## src/sv/irqlh_pkg.sv

```systemverilog
// ============================================================================
// irqlh_pkg
// Shared constants, types and helpers for the interrupt latency histogram
// monitor.
// ============================================================================
package irqlh_pkg;

    localparam int NUM_BUCKETS = 16;
    localparam int TIME_BITS   = 48;
    localparam int BUCKET_W    = $clog2(NUM_BUCKETS);
    localparam int CNT_W       = 32;
    localparam int PEAK_W      = 48;
    localparam int SUM_W       = 56;
    localparam int IDX_W       = 4;
    localparam int OP_W        = 3;
    localparam int TS_W        = 48;

    localparam logic [CNT_W-1:0] CNT_MAX = {CNT_W{1'b1}};
    localparam logic [SUM_W-1:0] SUM_MAX = {SUM_W{1'b1}};

    localparam logic [OP_W-1:0] OP_RAISE   = 3'd0;
    localparam logic [OP_W-1:0] OP_CLEAR   = 3'd1;
    localparam logic [OP_W-1:0] OP_DELIVER = 3'd2;
    localparam logic [OP_W-1:0] OP_READ    = 3'd3;
    localparam logic [OP_W-1:0] OP_CLR_ST  = 3'd4;

    localparam logic [2:0] ADDR_ENABLE = 3'd0;

    // One request after the pending-line stage, on its way to the statistics.
    typedef struct packed {
        logic                 clr_stats;
        logic                 lost_inc;
        logic                 got;
        logic [TIME_BITS-1:0] lat;
        logic [IDX_W-1:0]     idx;
        logic                 pending;
    } t_event;

    // Statistics as they stand after a request.
    typedef struct packed {
        logic [CNT_W-1:0]  bucket_count;
        logic [CNT_W-1:0]  delivered;
        logic [CNT_W-1:0]  lost;
        logic [PEAK_W-1:0] peak;
        logic [SUM_W-1:0]  sum;
    } t_view;

    function automatic logic [BUCKET_W-1:0] bucket_of(input logic [TIME_BITS-1:0] lat);
        int len;
        len = 0;
        for (int i = 0; i < TIME_BITS; i++) begin
            if (lat[i]) begin
                len = i + 1;
            end
        end
        if (len > NUM_BUCKETS - 1) begin
            len = NUM_BUCKETS - 1;
        end
        return BUCKET_W'(len);
    endfunction

endpackage

```

## src/sv/irqlh_stats.sv

```systemverilog
// ============================================================================
// irqlh_stats
// Histogram and running totals; updated once per request and presenting the
// values that hold after it.
// ============================================================================
module irqlh_stats (
    input  logic              i_clk,
    input  logic              i_rst_n,
    input  logic              i_upd,
    input  irqlh_pkg::t_event i_evt,
    output irqlh_pkg::t_view  o_view
);

    localparam int ADD_W = ((irqlh_pkg::SUM_W > irqlh_pkg::TIME_BITS) ?
                            irqlh_pkg::SUM_W : irqlh_pkg::TIME_BITS) + 1;

    logic [irqlh_pkg::CNT_W-1:0]  r_hist [irqlh_pkg::NUM_BUCKETS];
    logic [irqlh_pkg::CNT_W-1:0]  n_hist [irqlh_pkg::NUM_BUCKETS];
    logic [irqlh_pkg::CNT_W-1:0]  r_deliv, n_deliv;
    logic [irqlh_pkg::CNT_W-1:0]  r_lost, n_lost;
    logic [irqlh_pkg::PEAK_W-1:0] r_peak, n_peak;
    logic [irqlh_pkg::SUM_W-1:0]  r_sum, n_sum;
    logic [irqlh_pkg::BUCKET_W-1:0] bucket;
    logic [ADD_W-1:0]             sum_wide;
    logic [irqlh_pkg::PEAK_W-1:0] lat_peak;
    logic [irqlh_pkg::CNT_W-1:0]  rd_count;

    always_comb begin
        bucket   = irqlh_pkg::bucket_of(i_evt.lat);
        sum_wide = ADD_W'(r_sum) + ADD_W'(i_evt.lat);
        lat_peak = irqlh_pkg::PEAK_W'(i_evt.lat);
        for (int i = 0; i < irqlh_pkg::NUM_BUCKETS; i++) begin
            n_hist[i] = r_hist[i];
            if (i_evt.clr_stats) begin
                n_hist[i] = '0;
            end else if (i_evt.got && bucket == irqlh_pkg::BUCKET_W'(i) &&
                         r_hist[i] != irqlh_pkg::CNT_MAX) begin
                n_hist[i] = r_hist[i] + 1'b1;
            end
        end
        n_deliv = r_deliv;
        n_lost  = r_lost;
        n_peak  = r_peak;
        n_sum   = r_sum;
        if (i_evt.clr_stats) begin
            n_deliv = '0;
            n_lost  = '0;
            n_peak  = '0;
            n_sum   = '0;
        end else begin
            if (i_evt.lost_inc && r_lost != irqlh_pkg::CNT_MAX) begin
                n_lost = r_lost + 1'b1;
            end
            if (i_evt.got) begin
                if (r_deliv != irqlh_pkg::CNT_MAX) begin
                    n_deliv = r_deliv + 1'b1;
                end
                if (sum_wide > ADD_W'(irqlh_pkg::SUM_MAX)) begin
                    n_sum = irqlh_pkg::SUM_MAX;
                end else begin
                    n_sum = irqlh_pkg::SUM_W'(sum_wide);
                end
                if (lat_peak > r_peak) begin
                    n_peak = lat_peak;
                end
            end
        end
        rd_count = '0;
        for (int i = 0; i < irqlh_pkg::NUM_BUCKETS; i++) begin
            if (32'(i_evt.idx) == i) begin
                rd_count = n_hist[i];
            end
        end
        o_view.bucket_count = rd_count;
        o_view.delivered    = n_deliv;
        o_view.lost         = n_lost;
        o_view.peak         = n_peak;
        o_view.sum          = n_sum;
    end

    always_ff @(posedge i_clk) begin
        if (!i_rst_n) begin
            for (int i = 0; i < irqlh_pkg::NUM_BUCKETS; i++) begin
                r_hist[i] <= '0;
            end
            r_deliv <= '0;
            r_lost  <= '0;
            r_peak  <= '0;
            r_sum   <= '0;
        end else if (i_upd) begin
            for (int i = 0; i < irqlh_pkg::NUM_BUCKETS; i++) begin
                r_hist[i] <= n_hist[i];
            end
            r_deliv <= n_deliv;
            r_lost  <= n_lost;
            r_peak  <= n_peak;
            r_sum   <= n_sum;
        end
    end

endmodule

```

## src/sv/irq_latency_histogram_monitor.sv

```systemverilog
// ============================================================================
// irq_latency_histogram_monitor
// Measures raise-to-delivery latency of an interrupt line and keeps a log2
// histogram with saturating totals.
// ============================================================================
//  Channel   Direction  Handshake               Contents
//  s_axis    in         tvalid/tready           opcode, timestamp, bucket_index
//  m_axis    out        tvalid/tready           statistics after the request
//  apb       in/out     psel/penable/pready     enable register at address 0
//
// Each request passes through a pending-line stage then the statistics
// stage feeding the result register. A new request is accepted every cycle
// while results are taken. The result register is the skid point: input
// stalls only when a result and a staged request both wait. Reset clears
// the pending line, histogram and totals and disables the block.
module irq_latency_histogram_monitor (
    input  logic         i_clk,
    input  logic         i_rst_n,
    input  logic         s_axis_tvalid,
    output logic         s_axis_tready,
    // [2:0] opcode, [50:3] timestamp, [54:51] bucket_index, [55] zero
    input  logic [55:0]  s_axis_tdata,
    output logic         m_axis_tvalid,
    input  logic         m_axis_tready,
    // [31:0] bucket_count, [63:32] delivered_count, [95:64] lost_count,
    // [143:96] max_latency, [199:144] total_latency,
    // [247:200] measured_latency, [248] line_pending, [255:249] zero
    output logic [255:0] m_axis_tdata,
    // [0] measured
    output logic [0:0]   m_axis_tuser,
    input  logic         psel,
    input  logic         penable,
    input  logic         pwrite,
    input  logic [2:0]   paddr,
    input  logic [31:0]  pwdata,
    output logic [31:0]  prdata,
    output logic         pready
);

    localparam int TB = irqlh_pkg::TIME_BITS;

    logic                  r_enable;
    logic [TB-1:0]         r_pend, n_pend;
    logic                  r_s1_valid;
    irqlh_pkg::t_event     r_s1, n_s1;
    logic                  r_m_valid;
    logic [255:0]          r_m_data;
    logic                  r_m_user;
    irqlh_pkg::t_view      view;

    logic                  out_free;
    logic                  s1_adv;
    logic                  accept;
    logic [irqlh_pkg::OP_W-1:0] op;
    logic [TB-1:0]         ts;
    logic                  busy;

    assign out_free      = !r_m_valid || m_axis_tready;
    assign s1_adv        = r_s1_valid && out_free;
    assign s_axis_tready = !r_s1_valid || out_free;
    assign accept        = s_axis_tvalid && s_axis_tready;
    assign m_axis_tvalid = r_m_valid;
    assign m_axis_tdata  = r_m_data;
    assign m_axis_tuser  = r_m_user;
    assign pready        = 1'b1;
    assign prdata        = (paddr == irqlh_pkg::ADDR_ENABLE) ? {31'd0, r_enable} : 32'd0;

    always_comb begin
        op    = s_axis_tdata[2:0];
        ts    = TB'(s_axis_tdata[50:3]);
        busy  = r_enable && r_pend != '0;
        n_pend = r_pend;
        n_s1.clr_stats = 1'b0;
        n_s1.lost_inc  = 1'b0;
        n_s1.got       = 1'b0;
        n_s1.lat       = '0;
        n_s1.idx       = s_axis_tdata[54:51];
        case (op)
            irqlh_pkg::OP_RAISE: begin
                if (r_enable && r_pend == '0) begin
                    n_pend = (ts == '0) ? TB'(1) : ts;
                end
            end
            irqlh_pkg::OP_CLEAR: begin
                if (busy) begin
                    n_s1.lost_inc = 1'b1;
                    n_pend        = '0;
                end
            end
            irqlh_pkg::OP_DELIVER: begin
                if (busy) begin
                    n_s1.got = 1'b1;
                    n_s1.lat = (ts > r_pend) ? ts - r_pend : '0;
                    n_pend   = '0;
                end
            end
            irqlh_pkg::OP_CLR_ST: begin
                n_s1.clr_stats = 1'b1;
                n_pend         = '0;
            end
            default: begin
            end
        endcase
        n_s1.pending = n_pend != '0;
    end

    irqlh_stats u_stats (
        .i_clk   (i_clk),
        .i_rst_n (i_rst_n),
        .i_upd   (s1_adv),
        .i_evt   (r_s1),
        .o_view  (view)
    );

    always_ff @(posedge i_clk) begin
        if (!i_rst_n) begin
            r_enable   <= 1'b0;
            r_pend     <= '0;
            r_s1_valid <= 1'b0;
            r_m_valid  <= 1'b0;
        end else begin
            if (psel && penable && pwrite && paddr == irqlh_pkg::ADDR_ENABLE) begin
                r_enable <= pwdata[0];
            end
            if (accept) begin
                r_pend     <= n_pend;
                r_s1_valid <= 1'b1;
            end else if (s1_adv) begin
                r_s1_valid <= 1'b0;
            end
            if (s1_adv) begin
                r_m_valid <= 1'b1;
            end else if (m_axis_tready) begin
                r_m_valid <= 1'b0;
            end
        end
    end

    always_ff @(posedge i_clk) begin
        if (accept) begin
            r_s1 <= n_s1;
        end
        if (s1_adv) begin
            r_m_data <= {7'd0, r_s1.pending, 48'(r_s1.lat), view.sum, view.peak,
                         view.lost, view.delivered, view.bucket_count};
            r_m_user <= r_s1.got;
        end
    end

endmodule

```

## config.mk

```make
export PLATFORM = sky130hd
export DESIGN_NAME = irq_latency_histogram_monitor
export DESIGN_NICKNAME = d
export VERILOG_FILES = /design/src/sv/irqlh_pkg.sv /design/src/sv/irqlh_stats.sv /design/src/sv/irq_latency_histogram_monitor.sv
export SDC_FILE = /design/constraint.sdc
export NUM_CORES = 2
export LEC_CHECK = 0
export BUFFER_PORTS_ARGS = -buffer_cell sky130_fd_sc_hd__buf_2
export CORE_UTILIZATION = 54
export DETAILED_ROUTE_END_ITERATION = 10
export PLACE_DENSITY = 0.72
export RECOVER_POWER = 100
export REMOVE_ABC_BUFFERS = 1
export SLEW_MARGIN = 10
export SYNTH_ARGS = -nofsm -noshare
export SYNTH_HDL_FRONTEND = slang
export SYNTH_SLANG_ARGS = --single-unit
```

## constraint.sdc

```tcl
create_clock -name i_clk -period 37.8 [get_ports i_clk]
set_input_delay 3.78 -clock i_clk [delete_from_list [all_inputs] [get_ports i_clk]]
set_output_delay 3.78 -clock i_clk [all_outputs]
set_load 0.005 [all_outputs]
```

# [After elaboration in Yosys (flattened, before gate mapping)]
# Memory sizes are Yosys's and may differ from the RTL's.
# Index checks and enable logic that the tools add are counted.
[classes] addsub=20 magnitude_cmp=4 n_bitwise=16 muxes=141 eq_ne=51 reduce_logical=56
[ops] cell="2-to-1 mux 32 bit" n=69
[ops] cell="adder 32 x 1 -> 32 bit (second input constant)" n=18
[ops] cell="inequality test 32 bit (second input constant)" n=18
[ops] cell="2-to-1 mux 48 bit" n=7
[ops] cell="2-to-1 mux 56 bit" n=3
[ops] cell="one-hot mux 48 bit (3 select lines)" n=1
[ops] cell="2-to-1 mux 6 bit" n=17
[ops] cell="> comparator 48 bit" n=2
[ops] cell="zero test 48 bit" n=2
[ops] cell="nonzero test 48 bit" n=2
[ops] cell="2-to-1 mux 5 bit" n=16
[ops] cell="== test 4 bit (second input constant)" n=16
[ops] cell="adder 56 x 48 -> 57 bit" n=1
[ops] cell="> comparator 57 x 56 -> 1 bit (second input constant)" n=1
[ops] cell="2-to-1 mux 49 bit" n=1
[ops] cell="subtractor 48 bit" n=1
[ops] cell="logical AND 1 bit" n=40
[ops] cell="2-to-1 mux 4 bit" n=9
[ops] cell="== test 4 x 3 -> 1 bit (second input constant)" n=8
[ops] cell="== test 4 x 2 -> 1 bit (second input constant)" n=4
[ops] cell="bitwise OR 1 bit" n=16
[ops] cell="2-to-1 mux 1 bit" n=12
[ops] cell="2-to-1 mux 3 bit" n=4
[ops] cell="== test 4 x 1 -> 1 bit (second input constant)" n=2
[ops] cell="12 further kinds" n=18
[word_totals] reg_bits=525 memories=1 out_inout_bits=292 inputBits=98 ram_bits=512
[mem_list] memory="u_stats.r_hist" depth=16 width=32 rd=16 rd_clocked_by_memory_dff=0 write_ports=16 line="irqlh_stats.sv:17" text="logic [irqlh_pkg::CNT_W-1:0] r_hist [irqlh_pkg::NUM_BUCKETS];"

# [Longest topological paths before layout]
[logic_depth] word_depth=71 depth_mapped=16 ltp_nobuf=15

# [Cells and area by module]
# Synthesis repeated with hierarchy kept, for this count alone.
[hier_totals] hier_cells=6353 hier_area_um2=61336.3
[by_module_without_submodules] mod="irqlh_stats" area_per_inst_um2=46512.1 cells_per_inst=5281 n_inst=1
[by_module_without_submodules] mod="irq_latency_histogram_monitor" area_per_inst_um2=14824.2 cells_per_inst=1072 n_inst=1

# [Worst setup path before layout]
# Ideal clock, no wire load.
[synth_timing] path_kind="input-to-reg" startpoint="in m_axis_tready" endpoint="reg u_stats.r_lost[10] (netlist bit)" t_required_ps=37668 slack_ps=22223 stages=9 arrival_time_ps=15444 path_cell_list="nor2b_1 > nand2b_1 > inv_1 > nor2_1 > clkbuf_1 > inv_1 > o21ai_0 > nand2_1 > o21ai_0"
[synth_between] elab_chain_cells=2
[synth_lines] element="start, declared" line="irq_latency_histogram_monitor.sv:24" text="input logic m_axis_tready,"
[synth_lines] element="logical OR 1 bit" line="irq_latency_histogram_monitor.sv:58" text="assign out_free = !r_m_valid || m_axis_tready;"
[synth_lines] element="logical AND 1 bit" line="irq_latency_histogram_monitor.sv:59" text="assign s1_adv = r_s1_valid && out_free;"
[synth_lines] element="end signal, assigned" line="irqlh_stats.sv:95" text="r_lost <= n_lost;"
[synth_lines] element="end, declared" line="irqlh_stats.sv:20" text="logic [irqlh_pkg::CNT_W-1:0] r_lost, n_lost;"
# No other way between the ends.
# A chain may end at the register's enable or synchronous reset.

==> impl_metrics.toml <==
[synthesis]
seq_area_frac_synth = 0.481
synthCells = 6243
synth_area_um2 = 60200
synth_seq_cells = 1037
ys_async_sr_fraction = 0
yosys_warnings = 0
synth-edff-count = 818
syn-mean-instance-area_um2 = 9.64
ys_types = 102
synthFlopType = "edfxtp_1"

[global_route]
grt_max_degree = 189
grt_pass1_wl_mm = 302
grt_overflow_total = 0
grt_pass1_vias = 47600
grt_antenna_before_repair = 18
grtUsageTotal = 0.358

[worst_setup_path]
worstPathRequired_ns = 37.66
criticalPathCategory = "primary input to register"
cp.buffers_inverters = 5
path_cells = "buf_2, nor2b_1, nand2b_2, clkbuf_1, clkinvlp_2, nor2_1, clkinvlp_2, clkbuf_1"
max_stage_delay_ns = 4.92
crit_path_start = "m_axis_tready"
r2r_cells = 7
reg2reg_from = "m_axis_tvalid$_SDFFE_PN0P_"
crit_path_end = "u_stats.r_hist[0][183]$_SDFFCE_PN0P_"
startpoint_type = "primary input"
worst-path-stages = 8
slowest_stage = "clkinvlp_2"
crit_arrival_ns = 19.47
r2r_slack_ns = 20.98
reg2reg_to = "u_stats.r_hist[0][183]$_SDFFCE_PN0P_"
path_max_fanout = 134
end_kind = "register"
path_delay_family = "buffers and inverters"

[clocking]
cts_tree = "built"
cts_buffers = 111
post_cts_resized = 0
htree_num_levels = 3
cts_buffer_depth = 3
cts.sinks = 1037
post_cts_buffers = 0
hold_buffers = 0
clock_insertion_delay_worst_skew_ns = 0.76
cts-root-buf = "clkbuf_16"
clkTransAtPathRegs_ns = 0.06

[layout]
final_area_um2 = 66800
final_nets = 6736
nFillCells = 9475
multi_input_area_um2 = 29300
layout-drive-gt1-share = 0.0729
seq_area_um2 = 28900
syn_to_final_growth_pct = 11.0

[timing]
grt_setup_unrepaired = "false"
post-route-period-util = 0.519
fin_skew_ns = 0.0491
setup_tns_ns = 0
relSlewSlack = -3.22
period_minus_slack_ns = 19.61
worstMarginPinSlew_ns = 6.29
fmax_ghz = 0.0510
drv_slew = 1521
finalSetupViolCount = 0
finalHoldViolations = 0

[drt]
ant_nets = 0
wirelength_mm = 207
drtPass1Iterations = 7
drc = 0
viasPerCell = 6.46
via_count = 52100
drtIter0Drc = 6939
wl_per_cell_um = 25.7

[placed_design]
place.port_buffers = 318
hpwl_mm = 151
place_area_um2 = 63200
place_congestion = 1.05

[floorplanning]
core_area_um2 = 111000
dieArea_um2 = 113000
io_pins = 390
num_rows = 122
die_w_um = 336
start_util = 0.544
fp.dieH_um = 336

[pwr]
pwr-share-comb = 0.100
swShare = 0.264
power.internal_mw = 2.09
seqPwrFrac = 0.475
power.density_nw_per_um2 = 42.5
p_sw_uw = 750
p_leak_nw = 23.2
p_clk_frac = 0.425
ir_drop_mv = 0.0375

[run]
cap_viol_max_count = 29

[run_status]
status = "finished, violations left"
failed_checks = "capacitance limit, slew limit"

[min_path]
hold_class = "register to register"
==> Yosys cell counts, drive strengths merged, types with 34 or more instances <==
| master | n | share of area |
|---|---|---|
| and2 | 113 | 0.012 |
| clkbuf | 246 | 0.015 |
| and3 | 120 | 0.012 |
| a21o | 67 | 0.0084 |
| o31ai | 40 | 0.0050 |
| o21ai | 218 | 0.018 |
| inv | 180 | 0.011 |
| nand4 | 206 | 0.022 |
| buf | 73 | 0.0076 |
| nand3 | 265 | 0.022 |
| xnor2 | 330 | 0.048 |
| mux2i | 74 | 0.012 |
| or3 | 40 | 0.0042 |
| o221ai | 37 | 0.0054 |
| nor3 | 163 | 0.014 |
| and4 | 71 | 0.010 |
| edfxtp | 818 | 0.41 |
| nor2 | 1063 | 0.066 |
| a22o | 75 | 0.011 |
| dfxtp | 219 | 0.073 |
| a22oi | 64 | 0.0080 |
| o22ai | 80 | 0.0083 |
| a21oi | 205 | 0.017 |
| ha | 162 | 0.034 |
| nor4 | 101 | 0.013 |
| o21a | 34 | 0.0042 |
| xor2 | 305 | 0.044 |
| a211oi | 50 | 0.0062 |
| nand2 | 441 | 0.028 |
==> per-stage QoR <==
stage / utilization / power [mW] / worst slack, ns / cells / hold WS [ns]
global placement: 0.571 / 1.64 / 29.69 / 7848 / 0.408
floorplan: - / 1.52 / 12.04 / 5961 / 0.400
global route: 0.604 / 2.91 / 16.96 / 8062 / 0.444
detailed placement: 0.571 / 1.64 / 29.66 / 7848 / 0.423
finish: 0.604 / 2.84 / 18.19 / 8065 / 0.445
CTS: 0.607 / 2.83 / 29.66 / 8058 / 0.437
==> flip-flops by register name (all words and copies together) (netlist names) <==
name,cells
u_stats.r_hist,512
m_axis_tdata,249
r_s1,56
u_stats.r_sum,56
r_pend,48
u_stats.r_peak,48
u_stats.r_deliv,32
u_stats.r_lost,32
m_axis_tuser,1
m_axis_tvalid,1
r_enable,1
r_s1_valid,1
==> how the worst min path moves through the flow <==
stage	startpoint	cells past startpoint	slack (ns)	endpoint
final	r_s1[0]$_DFFE_PP_	0	0.44	m_axis_tdata[248]$_DFFE_PP_
after global routing	r_s1[0]$_DFFE_PP_	0	0.44	m_axis_tdata[248]$_DFFE_PP_
after CTS	r_s1[0]$_DFFE_PP_	0	0.44	m_axis_tdata[248]$_DFFE_PP_
after detailed placement	r_s1[0]$_DFFE_PP_	0	0.42	m_axis_tdata[248]$_DFFE_PP_
after global placement	r_s1[0]$_DFFE_PP_	0	0.41	m_axis_tdata[248]$_DFFE_PP_
after floorplan	r_s1[0]$_DFFE_PP_	0	0.40	m_axis_tdata[248]$_DFFE_PP_
==> power groups by stage <==
| stage | combinational (mW) | sequential (mW) | clock [mW] |
|---|---|---|---|
| 2_1_floorplan | 0.154 | 1.37 | 0 |
| 3_5_place_dp | 0.275 | 1.37 | 0 |
| 6_report | 0.285 | 1.35 | 1.21 |
| 4_1_cts | 0.277 | 1.34 | 1.21 |
| 5_1_grt | 0.298 | 1.36 | 1.25 |
| 3_3_place_gp | 0.273 | 1.36 | 0 |
==> cell type report <==
cell class,count,area share
inverter,182,0.0103
antenna,6,0.000225
clock inverter,81,0.0170
tap,1488,0.0279
sequential,1037,0.433
multi-input combinational,4742,0.439
clock buffer,129,0.0432
timing repair buffer,400,0.0297
==> cells by family (layout without fill, tap and decap cells) <==
family | count (synthesis) | count (layout) | share of synthesized area
AO/OA/AOI/OAI | 1109 | 1109 | 0.126
other | 2 | 45 | 0.000125
multiplexers | 75 | 75 | 0.0125
adder cells (fa/ha/maj) | 164 | 164 | 0.0343
buffers and inverters | 501 | 792 | 0.0343
flip-flops | 1037 | 1037 | 0.481
XOR/XNOR | 635 | 635 | 0.0924
AND/OR/NAND/NOR | 2720 | 2720 | 0.220
==> cell usage in the layout (no fill, tap or decap), types with 112 or more instances in the layout <==
cell type / instances
xnor2_1: 330
xor2_1: 305
nand4_1: 205
nand2_1: 440
buf_2: 169
inv_1: 177
ha_1: 162
dfxtp_1: 219
clkbuf_16: 112
nand3_1: 265
a21oi_1: 204
and3_1: 120
nor3_1: 156
nor2_1: 1060
clkbuf_1: 190
edfxtp_1: 818
o21ai_0: 209
==> routing by layer <==
layer  vias to the layer above  wire (um)  global-route usage
li1                      23300          -                   -
met2                      3157      87300               0.526
met5                         -        251             0.00809
met1                     25000      83900               0.497
met4                        20      11600               0.168
met3                       622      24300              0.0845
==> worst register-to-register path: stages, from the launching register on <==
cell        delay, ns
dfxtp_1          0.32
nor2b_1          0.25
nand2b_2         0.17
clkbuf_1         2.15
clkinvlp_2       4.32
nor2_1           1.02
clkinvlp_2       4.92
clkbuf_1         2.76
Power figures use the tool's default switching activity.
